===== src/design/quadratic_root_solver_unit_assert.svh =====
// assertion macros for the quadratic root solver
`ifndef QUADRATIC_ROOT_SOLVER_UNIT_ASSERT_SVH
`define QUADRATIC_ROOT_SOLVER_UNIT_ASSERT_SVH

// condition must never hold outside reset
`define QRS_ASSERT_NEVER(name, cond) \
   name: assert property (@(posedge clock) disable iff (reset) !(cond)) \
      else $error("qrs check failed");

// antecedent implies consequent in the same cycle
`define QRS_ASSERT_IMPLY(name, pre, post) \
   name: assert property (@(posedge clock) disable iff (reset) (pre) |-> (post)) \
      else $error("qrs check failed");

`endif


===== src/design/qrs_pkg.sv =====
`default_nettype none
package qrs_pkg;

   localparam int OUT_WIDTH = 34;
   localparam int QUEUE_DEPTH = 4;

   typedef enum logic [1:0] {
      KIND_TWO_REAL = 2'd0,
      KIND_REPEATED = 2'd1,
      KIND_COMPLEX  = 2'd2,
      KIND_DEGEN    = 2'd3
   } kind_type;

   typedef struct packed {
      logic full;
      logic empty;
   } queue_status_type;

endpackage
`default_nettype wire


===== src/design/qrs_queue.sv =====
`default_nettype none
module qrs_queue #(
   parameter int W = 8
) (
   input  wire logic         clock,
   input  wire logic         reset,
   input  wire logic         push,
   input  wire logic [W-1:0] push_data,
   input  wire logic         pop,
   output logic [W-1:0]      pop_data,
   output qrs_pkg::queue_status_type status
);
   import qrs_pkg::*;

   localparam int PW = $clog2(QUEUE_DEPTH);

   logic [W-1:0] mem_ff [QUEUE_DEPTH];
   logic [PW-1:0] wr_ff, rd_ff;
   logic [PW:0]   cnt_ff;

   assign status.full  = (cnt_ff == (PW+1)'(QUEUE_DEPTH));
   assign status.empty = (cnt_ff == '0);
   assign pop_data     = mem_ff[rd_ff];

   always_ff @(posedge clock) begin
      if (push) begin
         mem_ff[wr_ff] <= push_data;
      end
   end

   always_ff @(posedge clock) begin
      if (reset) begin
         wr_ff  <= '0;
         rd_ff  <= '0;
         cnt_ff <= '0;
      end else begin
         if (push) wr_ff <= wr_ff + 1'b1;
         if (pop)  rd_ff <= rd_ff + 1'b1;
         cnt_ff <= cnt_ff + (PW+1)'(push) - (PW+1)'(pop);
      end
   end

endmodule
`default_nettype wire


===== config.mk =====
export PLATFORM = sky130hd
export DESIGN_NAME = qrs_queue
export DESIGN_NICKNAME = d
export VERILOG_FILES = /design/src/design/quadratic_root_solver_unit_assert.svh /design/src/design/qrs_pkg.sv /design/src/design/qrs_queue.sv
export SDC_FILE = /design/constraint.sdc
export NUM_CORES = 1
export LEC_CHECK = 0
export BUFFER_PORTS_ARGS = -buffer_cell sky130_fd_sc_hd__buf_4
export CAP_MARGIN = 20
export CORE_ASPECT_RATIO = 1.2
export CORE_MARGIN = 4
export CORE_UTILIZATION = 50
export CTS_CLUSTER_SIZE = 25
export DETAILED_ROUTE_END_ITERATION = 7
export GPL_TIMING_DRIVEN = 0
export PLACE_DENSITY = 0.67
export SETUP_SLACK_MARGIN = 0.5
export SLEW_MARGIN = 10
export SYNTH_ARGS = -nofsm -noshare
export SYNTH_HDL_FRONTEND = slang
export SYNTH_SLANG_ARGS = --single-unit

===== constraint.sdc =====
create_clock -name clock -period 4.2 [get_ports clock]
set_clock_uncertainty 0.1 [all_clocks]
set_input_delay 0.21 -clock clock [delete_from_list [all_inputs] [get_ports clock]]
set_output_delay 0.21 -clock clock [all_outputs]
set_load 0.005 [all_outputs]

-- After elaboration in Yosys (flattened, before gate mapping)
Memory sizes are Yosys's and may differ from the RTL's. A register that Yosys moved wholly into a read port is not among the register bits.
Cells that the tools add are included.
- add/subtract/negate cells: 4
- equality and inequality tests: 1
- muxes and demuxes: 4
- reduce and logical (&&, ||, !) cells: 1
- operators by type and width (operator ; number):
    $add A2 B1 Y2 const B ; 2
    $mux W2 ; 2
    $add A3 B1 Y3 ; 1
    $eq A3 B3 Y1 const B ; 1
    $logic_not A3 Y1 ; 1
    $sub A3 B1 Y3 ; 1
    $mux W1 ; 2
- register bits after elaboration: 7
- bits in writable memories: 32
- input port bits: 12
- output and inout bits: 10
- logic and storage cells: 14
- memories: 1
- memory list (name ; depth ; bits a word ; rd ports ; clocked after Yosys merged registers in ; write ports ; RTL line ; text):
    mem_ff ; 4 ; 8 ; 1 ; 1 ; 1 ; qrs_queue.sv:17 ; logic [W-1:0] mem_ff [QUEUE_DEPTH];

-- Longest topological paths before layout
- depth after elaboration: 3
- depth in mapped cells: 7
- depth with buffers taken out: 7

-- Worst setup path before layout
OpenSTA, ideal clock, no wires.
- path kind: reg2reg
- start: register cnt_ff[0]
- end: register cnt_ff[2]
- setup time: 0.110 ns
- arrival time: 1.392 ns
- required time: 3.990 ns
- path slack: 2.598 ns
- stages on the path, launching flop included: 8
- buffers on the path: 0
- clock period less this slack: 1.602 ns
- path through: dfxtp_1 > inv_1 > ha_1 > inv_1 > ha_1 > fa_1 > xor3_1 > nor2_1
- word-level cells in the longest chain between the ends: 2
- RTL lines (item ; RTL line ; text):
    start, declared ; qrs_queue.sv:19 ; logic [PW:0] cnt_ff;
    start signal, assigned ; qrs_queue.sv:39 ; cnt_ff <= cnt_ff + (PW+1)'(push) - (PW+1)'(pop);
    $add A3 B1 Y3 ; qrs_queue.sv:39 ;
    $sub A3 B1 Y3 ; qrs_queue.sv:39 ;
Every way passes these cells.
A chain may end at the register's enable or synchronous reset.

==> results by group <==
STA
  • Tcrit/Tclk final: 42.7%
  • Setup TNS: 0 ns
  • Max-slew violations: 0
  • Number of endpoints failing setup at the final stage: 0
  • Setup slack after layout: approximately 2.4 ns
  • Slew headroom: a little over 70%
  • Period minus WS final: roughly 1.8 ns
  • Worst slew pin tran: 0.426 ns
  • Fmax: approximately 560 MHz
  • Count of final hold-check violations: 0
  • RSZ-0062 raised after global routing: no

Routing
  • Final ANT Viol Nets: 0
  • WL/cell: roughly 14 um
  • Vias: about 780
  • DRC errors left: 0
  • Drt pass-1 iters: 4
  • Via-per-instance ratio: roughly 5.0
  • DR iter-0 viols: 11
  • Drt total wl: about 2.3 mm

Worst setup path
  • Slowest stage delay, CP: about 0.52 ns
  • CP required: 3.89 ns
  • CP Max Fanout: 8
  • CP Capture Type: output pin
  • Crit path launch type: register
  • Cell Chain, Critical Path: buf_6 -> mux4_2 -> buf_4
  • CP Data Arrival Time: approximately 1.5 ns
  • WS Path Type: register to output pin
  • FF-to-FF path depth: 7
  • CP max stage cell: mux4_2

Synth
  • Synthesized instance count: 84
  • Average size of a mapped cell: 19.0 sq um
  • Mapped Nets: around 100
  • Cell Area, Synth: approximately 1600 sq um
  • Area contributors post-synth: edfxtp_1 (60%), dfxtp_1 (11%), mux4_2 (11%), ha_1 (4.7%), and2_1 (1.6%)
  • Commonest cells in the synthesized netlist: edfxtp_1 (32), dfxtp_1 (9), mux4_2 (8), ha_1 (6), inv_1 (6)
  • Yosys warning total: 0
  • Number of flops mapped to enable cells by yosys: 32
  • Main flop type after synthesis: edfxtp_1
  • Distinct cells, synth: 19
  • Post-synth ARST share: 0%
  • Cell with the most instances after synthesis: edfxtp_1
  • Seq/Total Area, Yosys: a little under three quarters
  • Top-area cell type share of the netlist area: between 60% and 70%
  • Synthesized flop and latch total: between 40 and 50
  • Leading area contributor after synthesis: edfxtp_1

Layout
  • NumNets Final: 140
  • Area delta synth->final: 22.0%
  • # fillers: about 220
  • Share of cells above drive strength 1: between 30% and 40%
  • Diode count: 0

Clock network
  • Post_cts resized: 0
  • Clock Sink Count: approximately 40
  • Clk_lat worst skew: 0.33 ns
  • Reg clk slew, reported paths: ~0.11 ns
  • CTS H-tree depth: 2
  • CTS root buf: clkbuf_4
  • Worst-case clock buffer depth: 2
  • TritonCTS clock tree: built
  • Total CTS buffers: 5

Global route
  • Gr usage total: 12.6%
  • Overflow after GRT: 0
  • Global-route wire length before repair: 3.72 mm
  • Initial antenna violation count: 0
  • Vias in the first global route: ~800
  • Largest net degree at the start of global routing: 13

Power
  • Maximum vdd drop: between 0.3 and 0.4 mV
  • P_leak: roughly 0.73 nW
  • Power density over the cells: slightly above 400 nW/um^2

Die
  • Die Y: 69.9 um
  • Starting Density: 52.3%
  • Die Wd: ~60 um
  • Num rows: 22
  • Ports: 22
  • Total core area: ~3100 sq um
  • Die ar.: around 4200 sq um

Place
  • Final GP Congestion: roughly 0.6
  • DP HPWL: around 1.6 mm
  • Port Buffers: 21
  • Post-Place Worst Slack: around 2.5 ns

Run
  • # Max-Cap Violations: 0

Worst hold path
  • Worst hold path class: input port to register
  • Hold Path Stages: 3

Run status
  • Status: finished, final reports clean
==> layout by cell type (no fill, tap or decap) <==
| cell | instances |
|---|---|
| edfxtp_1 | 32 |
| buf_4 | 21 |
| dfxtp_1 | 9 |
| dlygate4sd3_1 | 9 |
| mux4_2 | 8 |
| inv_1 | 6 |
| ha_1 | 6 |
| nor2_1 | 5 |
| clkbuf_4 | 5 |
| and2_1 | 4 |
| nor2b_1 | 2 |
| xnor2_1 | 2 |
| clkbuf_1 | 2 |
| buf_6 | 1 |
| clkbuf_2 | 1 |
| nor3_1 | 1 |
| and3_1 | 1 |
| a21bo_2 | 1 |
| nand3b_1 | 1 |
| a21oi_1 | 1 |
| mux2i_1 | 1 |
| xor3_1 | 1 |
| fa_1 | 1 |
| clkbuf_8 | 1 |
==> repair_timing <==
| item | in CTS | in global routing |
|---|---|---|
| endpoints found under the hold margin | 39 | 0 |
| buffers inserted | 0 | 0 |
| hold buffers | 9 | 0 |
==> stage by stage <==
step | cells | util (%) | area [sq um] | hold slack, ns | total power, mW
4_1_cts | 158 | 63.8 | 1950 | 0.0619 | 0.823
3_5_place_dp | 141 | 58.9 | 1800 | 0.313 | 0.621
2_1_floorplan | 84 | - | 1600 | 0.182 | 0.565
5_1_grt | 158 | 63.8 | 1950 | 0.0741 | 0.854
6_report | 158 | 63.8 | 1950 | 0.0800 | 0.809
3_3_place_gp | 141 | 58.9 | 1800 | 0.309 | 0.616
==> logic make-up after synthesis <==
group	Yosys count	synth area share, %
xor+xnor	3	2.59
mux	9	11.9
simple gates	14	4.70
flops	41	71.5
compound gates	2	0.940
buf+inv	8	2.43
fa+ha+maj	7	5.96
==> critical path: cells and delay by family (launching register included) <==
family                 cells  cell delay [ns]
DFF                        1             0.34
muxes                      1             0.52
buffers and inverters      2             0.31
==> final cells by class <==
cell class / instances / area (sq um) / area share (%)
Tap cell: 36 / 45.0 / 2.31
Timing Repair Buffer: 30 / 248 / 12.7
Sequential cell: 41 / 1140 / 58.6
Clock buffer: 8 / 58.8 / 3.02
Inverter: 6 / 22.5 / 1.16
Multi-Input combinational cell: 35 / 417 / 21.4
Buffer: 2 / 16.3 / 0.835
==> report_power, final <==
group / internal, mW / switching [mW]
registers: 0.466 / 0.0128
clock network: 0.0827 / 0.111
logic: 0.0850 / 0.0522
==> final timing paths <==
kind | startpoint | end | slack, ns
setup / recovery | register | pop_data[4] | 2.40
hold / removal | push | wr_ff[0] | 0.08
setup reg to reg | cnt_ff[0] | cnt_ff[2] | 2.51
hold reg to reg | rd_ff[1] | rd_ff[1] | 0.44
==> state kept, by name (all words and copies together), names as in the netlist, named ones only <==
name	flops
cnt_ff	3
mem_ff	32
rd_ff	2
wr_ff	2
==> layer usage <==
layer / global-route usage, % / routed length, um
met3: 3.88 / 107
met5: 0 / 0
met4: 6.65 / 42
met1: 14.8 / 942
met2: 20.2 / 1200
Note: power is estimated with default switching activity, not from simulation.
