### src/design/quadratic_root_solver_unit_assert.svh
// assertion macros for the quadratic root solver
`ifndef QUADRATIC_ROOT_SOLVER_UNIT_ASSERT_SVH
`define QUADRATIC_ROOT_SOLVER_UNIT_ASSERT_SVH

// condition must never hold outside reset
`define QRS_ASSERT_NEVER(name, cond) \
   name: assert property (@(posedge clock) disable iff (reset) !(cond)) \
      else $error("qrs check failed");

// antecedent implies consequent in the same cycle
`define QRS_ASSERT_IMPLY(name, pre, post) \
   name: assert property (@(posedge clock) disable iff (reset) (pre) |-> (post)) \
      else $error("qrs check failed");

`endif

### src/design/qrs_pkg.sv
`default_nettype none
package qrs_pkg;

   localparam int OUT_WIDTH = 34;
   localparam int QUEUE_DEPTH = 4;

   typedef enum logic [1:0] {
      KIND_TWO_REAL = 2'd0,
      KIND_REPEATED = 2'd1,
      KIND_COMPLEX  = 2'd2,
      KIND_DEGEN    = 2'd3
   } kind_type;

   typedef struct packed {
      logic full;
      logic empty;
   } queue_status_type;

endpackage
`default_nettype wire

### src/design/qrs_front.sv
`default_nettype none
module qrs_front #(
   parameter int CW = 16
) (
   input  wire logic          clock,
   input  wire logic          reset,
   input  wire logic          in_valid,
   output logic               in_stall,
   input  wire logic [CW-1:0] in_a,
   input  wire logic [CW-1:0] in_b,
   input  wire logic [CW-1:0] in_c,
   input  wire logic          q_full,
   output logic               push,
   output logic [2+(2*CW+1)+2*CW-1:0] push_data
);
   import qrs_pkg::*;

   localparam int MW = 2 * CW + 1;
   localparam int DW = 2 * CW + 2;

   logic                 v1_ff, v2_ff, v3_ff;
   logic signed [CW-1:0] a1_ff, b1_ff, c1_ff;
   logic signed [CW-1:0] a2_ff, b2_ff, a3_ff, b3_ff;
   logic signed [2*CW-1:0] bb2_ff, ac2_ff;
   kind_type             kind3_ff, kind3_in;
   logic [MW-1:0]        mag3_ff, mag3_in;
   logic signed [DW-1:0] disc;
   logic                 fen;

   assign fen      = !(v3_ff && q_full);
   assign in_stall = !fen;
   assign push     = v3_ff && fen;

   // discriminant and classification
   always_comb begin
      disc = DW'(bb2_ff) - (DW'(ac2_ff) <<< 2);
      mag3_in = disc[DW-1] ? MW'(-disc) : MW'(disc);
      if (a2_ff == '0) begin
         kind3_in = KIND_DEGEN;
      end else if (disc == '0) begin
         kind3_in = KIND_REPEATED;
      end else if (disc[DW-1]) begin
         kind3_in = KIND_COMPLEX;
      end else begin
         kind3_in = KIND_TWO_REAL;
      end
   end

   always_ff @(posedge clock) begin
      if (reset) begin
         v1_ff <= 1'b0;
         v2_ff <= 1'b0;
         v3_ff <= 1'b0;
      end else if (fen) begin
         v1_ff <= in_valid;
         v2_ff <= v1_ff;
         v3_ff <= v2_ff;
      end
   end

   always_ff @(posedge clock) begin
      if (fen) begin
         a1_ff    <= in_a;
         b1_ff    <= in_b;
         c1_ff    <= in_c;
         a2_ff    <= a1_ff;
         b2_ff    <= b1_ff;
         bb2_ff   <= b1_ff * b1_ff;
         ac2_ff   <= a1_ff * c1_ff;
         a3_ff    <= a2_ff;
         b3_ff    <= b2_ff;
         kind3_ff <= kind3_in;
         mag3_ff  <= mag3_in;
      end
   end

   assign push_data = {kind3_ff, mag3_ff, b3_ff, a3_ff};

endmodule
`default_nettype wire

### config.mk
export PLATFORM = sky130hd
export DESIGN_NAME = qrs_front
export DESIGN_NICKNAME = d
export VERILOG_FILES = /design/src/design/quadratic_root_solver_unit_assert.svh /design/src/design/qrs_pkg.sv /design/src/design/qrs_front.sv
export SDC_FILE = /design/constraint.sdc
export NUM_CORES = 2
export LEC_CHECK = 0
export BUFFER_PORTS_ARGS = -buffer_cell sky130_fd_sc_hd__clkbuf_2
export CAP_MARGIN = 5
export CELL_PAD_IN_SITES_DETAIL_PLACEMENT = 0
export CELL_PAD_IN_SITES_GLOBAL_PLACEMENT = 1
export CORE_UTILIZATION = 47
export DETAILED_ROUTE_END_ITERATION = 10
export HOLD_SLACK_MARGIN = 0.08
export PLACE_DENSITY_LB_ADDON = 0.1
export REMOVE_ABC_BUFFERS = 1
export SYNTH_ARGS = -nofsm -noshare
export SYNTH_HDL_FRONTEND = slang
export SYNTH_SLANG_ARGS = --single-unit
### constraint.sdc
create_clock -name clock -period 11.45 [get_ports clock]
set_input_delay 0 -clock clock [delete_from_list [all_inputs] [get_ports clock]]
set_output_delay 0 -clock clock [all_outputs]
set_load 0.01 [all_outputs]
# After elaboration in Yosys (flattened, before gate mapping)
# Index checks and enable logic that the tools add are counted.
[word_totals] reg_bits=214 input_bits=52 output_inout_bits=69 word_cells=28
[op_classes] add_sub_neg=2 reduce_logical=6 n_mul=2 muxes=3
[op_table] cell="16-bit by 16-bit multiplier with 32-bit output" n=2
[op_table] cell="34-bit logical NOT" n=1
[op_table] cell="32-bit by 34-bit subtractor with 34-bit output" n=1
[op_table] cell="33-bit two-way mux" n=1
[op_table] cell="33-bit negation" n=1
[op_table] cell="16-bit logical NOT" n=1
[op_table] cell="2-bit two-way mux" n=2
[op_table] cell="1-bit logical AND" n=2
[op_table] cell="2-bit OR reduction" n=1
[op_table] cell="1-bit logical NOT" n=1

# Logic depth before layout (Yosys ltp)
[logic_depth] depth_word=3 mapped_depth=26 mapped_depth_nobuf=25

# Worst setup path before layout
# OpenSTA, ideal clock, no wires.
[synth_timing] path_type="register to register" startpoint="register b1_ff[15]" endpoint="register bb2_ff[31], data pin" path_slack_ns=4.763 path_stages_with_launch=24 arrival_time_ns=6.424 synth_period_minus_slack_ns=6.687 required_ns=11.188 n_path_buf=2 cell_sequence="edfxtp_1 clkbuf_1 inv_1 buf_1 nor2_1 fa_1 fa_1 fa_1 fa_1 fa_1 inv_1 fa_1 inv_1 ha_1 nand2_1 nor2_1 o31a_1 o21ai_0 nand3_1 nor4b_1 o41ai_1 a21o_1 a21oi_1 xor2_1"
[synth_via] elab_chain_len=1
[synth_lines] item="from (decl)" line_no="qrs_front.sv:22" rtl="logic signed [CW-1:0] a1_ff, b1_ff, c1_ff;"
[synth_lines] item="from (signal assigned)" line_no="qrs_front.sv:64" rtl="b1_ff <= in_b;"
[synth_lines] item="16-bit by 16-bit multiplier with 32-bit output" line_no="qrs_front.sv:68" rtl="bb2_ff <= b1_ff * b1_ff;"
[synth_lines] item="to (signal assigned)" line_no="qrs_front.sv:68"
[synth_lines] item="to (decl)" line_no="qrs_front.sv:24" rtl="logic signed [2*CW-1:0] bb2_ff, ac2_ff;"
# Every way passes these cells.
# A chain may end at the register's enable or synchronous reset.

# Final worst setup path
[layout_timing] startpoint="register b1_ff[2]" endpoint="register bb2_ff[31], data pin"
# Same word-level chain as after synthesis.

==> flow_metrics.env <==
export IMPL_status="complete, but fails checks"
export IMPL_violations="DRC"
export IMPL_grt_pass1_wl_um=104200
export IMPL_gp_congestion=0.8809
export IMPL_fin_util=0.5247
export IMPL_cts_buffers=27
export IMPL_core_area_sq_um=59240
export IMPL_critPathMaxStageDelay_ps=910
export IMPL_finClkSkew_ps=24.55
export IMPL_maxSlewHeadroom=0.1804
export IMPL_synthCells=2743
export IMPL_arrival_ps=8070
export IMPL_tns_ps=0
export IMPL_start_util=0.4776
export IMPL_syn_avg_cell_area_sq_um=10.32
export IMPL_cts_setup_buffers=0
export IMPL_crit_type="reg2reg"
export IMPL_dieArea_sq_um=61190
export IMPL_slowest_stage="fa_1"
export IMPL_drv_slew=0
export IMPL_drt_total_wl_um=61570
export IMPL_worstPathCellList="inv_1, nor2_1, fa_1, fa_1, fa_1, fa_1, fa_1, inv_1, fa_1, inv_1, ha_1, nand2_1, nor2_1, o31a_1, o21ai_0, nand3_1, nor4b_1, o41ai_1, a21o_1, a21oi_1, xor2_1"
export IMPL_cpMostUsedCell="fa_1"
export IMPL_crit_path_max_fanout=18
export IMPL_pre_cts_slack_ps=3751
export IMPL_maxCapViolCount=0
export IMPL_ys_types=96
export IMPL_via_per_inst=5.097
export IMPL_ios=121
export IMPL_root_buffer="clkbuf_16"
export IMPL_grt_overflow=0
export IMPL_hold_viol=0
export IMPL_worst_pin_slew_ps=1223
export IMPL_routed_wire_length_per_instance_um=16.76
export IMPL_area_growth_pct=9.857
export IMPL_hpwl_um=49970
export IMPL_diodes=0
export IMPL_drive_above_1_share=0.08138
export IMPL_worstSetupEndpointType="register"
export IMPL_grt_pass1_vias=20360
export IMPL_grt_max_degree=84
export IMPL_drt_initial_drc_count=843
export IMPL_cts_resized=0
export IMPL_core_rowCount=89
export IMPL_rsz0062_at_grt="false"
export IMPL_cts_tree="built"
export IMPL_clock_sinks=211
export IMPL_clkTransAtPathRegs_ps=60
export IMPL_ys_ff_latch=211
export IMPL_hold_buffers=51
export IMPL_min_path_type="in2reg"
export IMPL_setup_viol=0
export IMPL_synth_edf_count=208
export IMPL_nNetsFinal=3636
export IMPL_antenna_found_initial=0
export IMPL_syn_area_sq_um=28290
export IMPL_fmax_mhz=129.0
export IMPL_path_delay_family="adder cells"
export IMPL_startpoint_type="register"
export IMPL_layout_setup_ws_ps=3696
export IMPL_ys_warn_count=0
export IMPL_h_tree_depth=1
export IMPL_die_y_um=247.4
export IMPL_period_needed_ps=7754
export IMPL_antenna_left=0
export IMPL_num_vias=18720
export IMPL_ys_flop_type="edfxtp_1"
export IMPL_synth_async_reset_ratio=0
export IMPL_io_buffers=120
export IMPL_first_pass_iters=8
export IMPL_cp_required_ps=11770
export IMPL_period_share=0.6772
export IMPL_drc=8
export IMPL_critPathBufInv=3
export IMPL_seq_area_frac_synth=0.2229
export IMPL_clk_path_buf_depth=3
export IMPL_die_w_um=247.4
export IMPL_hold_worst_slack_ps=133.5
export IMPL_grtUsageTotal=0.2168
export IMPL_clk_latency_ps=590
[cells by family after synthesis]
group,synth area share
adders and majority gates,0.4423
xor gates and xnor gates,0.04409
DFF,0.2229
and+or+nand+nor,0.1174
buffers and inverters,0.09967
muxes,0.001459
AOI/OAI and AO/OA,0.07217
[cells in the mapped netlist, types with 6 or more instances]
cell      number  share of area
o21bai_1      12         0.0032
ha_1         205          0.091
xnor2_1      100          0.031
a31o_2         6         0.0019
a21o_1        31         0.0082
inv_1        669          0.089
a31oi_1        9         0.0020
edfxtp_1     208           0.22
xor2_1        35          0.011
clkbuf_1      57         0.0076
nor3_1        20         0.0035
o21ai_0       36         0.0064
o21ai_1        8         0.0014
or3_1          8         0.0018
o41ai_1        6         0.0019
nand4_1       10         0.0022
nand2b_1      16         0.0035
nor2b_1       12         0.0027
nor2_1       110          0.015
nor4_1         6         0.0013
or2_2          9         0.0020
and2_1       162          0.036
o21a_1        18         0.0048
o31ai_1        6         0.0016
nand2_1      253          0.034
fa_1         497           0.35
and3_1        10         0.0022
a21oi_1       75          0.013
nand3_1       19         0.0034
[path summary, 6_finish.rpt]
check | start | end | slack [ps] | cells past startpoint
max | b1_ff[2]$_DFFE_PN_ | bb2_ff[31]$_DFFE_PN_ | 3700 | 21
min | in_a[11] | a1_ff[11]$_DFFE_PN_ | 130 | 2
max reg2reg | b1_ff[2]$_DFFE_PN_ | bb2_ff[31]$_DFFE_PN_ | 3700 | 21
min reg2reg | b2_ff[2]$_DFFE_PN_ | b3_ff[2]$_DFFE_PN_ | 410 | 0
[worst register-to-register path, delay by kind of cell, from the launching register on]
family                   cells  cell delay, ps
AND/OR/NAND/NOR              5            1280
flip-flops                   1             760
buffers and inverters        3             400
XOR/XNOR                     1              80
AO/OA/AOI/OAI                5            1120
adder cells (fa/ha/maj)      7            3880
[area by class of cell]
type / instances / area, sq um
fillers: 5503 / 28160
multi-input cells: 1792 / 19190
flip-flops and latches: 211 / 6306
inverters: 669 / 2511
repair buffers: 181 / 1182
well taps: 773 / 967.2
clock buffers: 29 / 683.2
clock inverters: 18 / 242.7
[layout by cell type (no fill, tap or decap), drive strengths merged, types with 19 or more instances in the layout]
| cell | instances |
|---|---|
| a21o | 32 |
| a21oi | 78 |
| and2 | 164 |
| clkbuf | 149 |
| dlygate4sd3 | 51 |
| edfxtp | 208 |
| fa | 497 |
| ha | 205 |
| inv | 673 |
| nand2 | 255 |
| nand3 | 19 |
| nor2 | 111 |
| nor3 | 21 |
| o21a | 20 |
| o21ai | 47 |
| xnor2 | 102 |
| xor2 | 37 |
[registers in the layout, summed over array words and instances, names as in the netlist]
signal / flops
b2_ff: 16
b1_ff: 16
a1_ff: 16
b3_ff: 16
a3_ff: 16
a2_ff: 16
kind3_ff: 2
mag3_ff: 32
v1_ff: 1
v3_ff: 1
c1_ff: 16
v2_ff: 1
ac2_ff: 32
bb2_ff: 30
[through the flow]
step / cell area, sq um / cells
global placement: 29640 / 3574
floorplan: 27990 / 2672
CTS: 31080 / 3673
finish: 31080 / 3673
detailed placement: 29650 / 3575
global route: 31080 / 3673
[per-layer routing]
| layer | global-route usage | wire length (um) | up-vias |
|---|---|---|---|
| met5 | 0 | 0 | - |
| met4 | 0.05070 | 1228 | 0 |
| met3 | 0.03093 | 2499 | 66 |
| met2 | 0.3530 | 29390 | 271 |
| met1 | 0.3068 | 28460 | 9607 |
| li1 | - | - | 8776 |
Power is left out: the tool's default activity adds up to more than one toggle a clock period on the data nets, which glitch-free logic cannot reach.
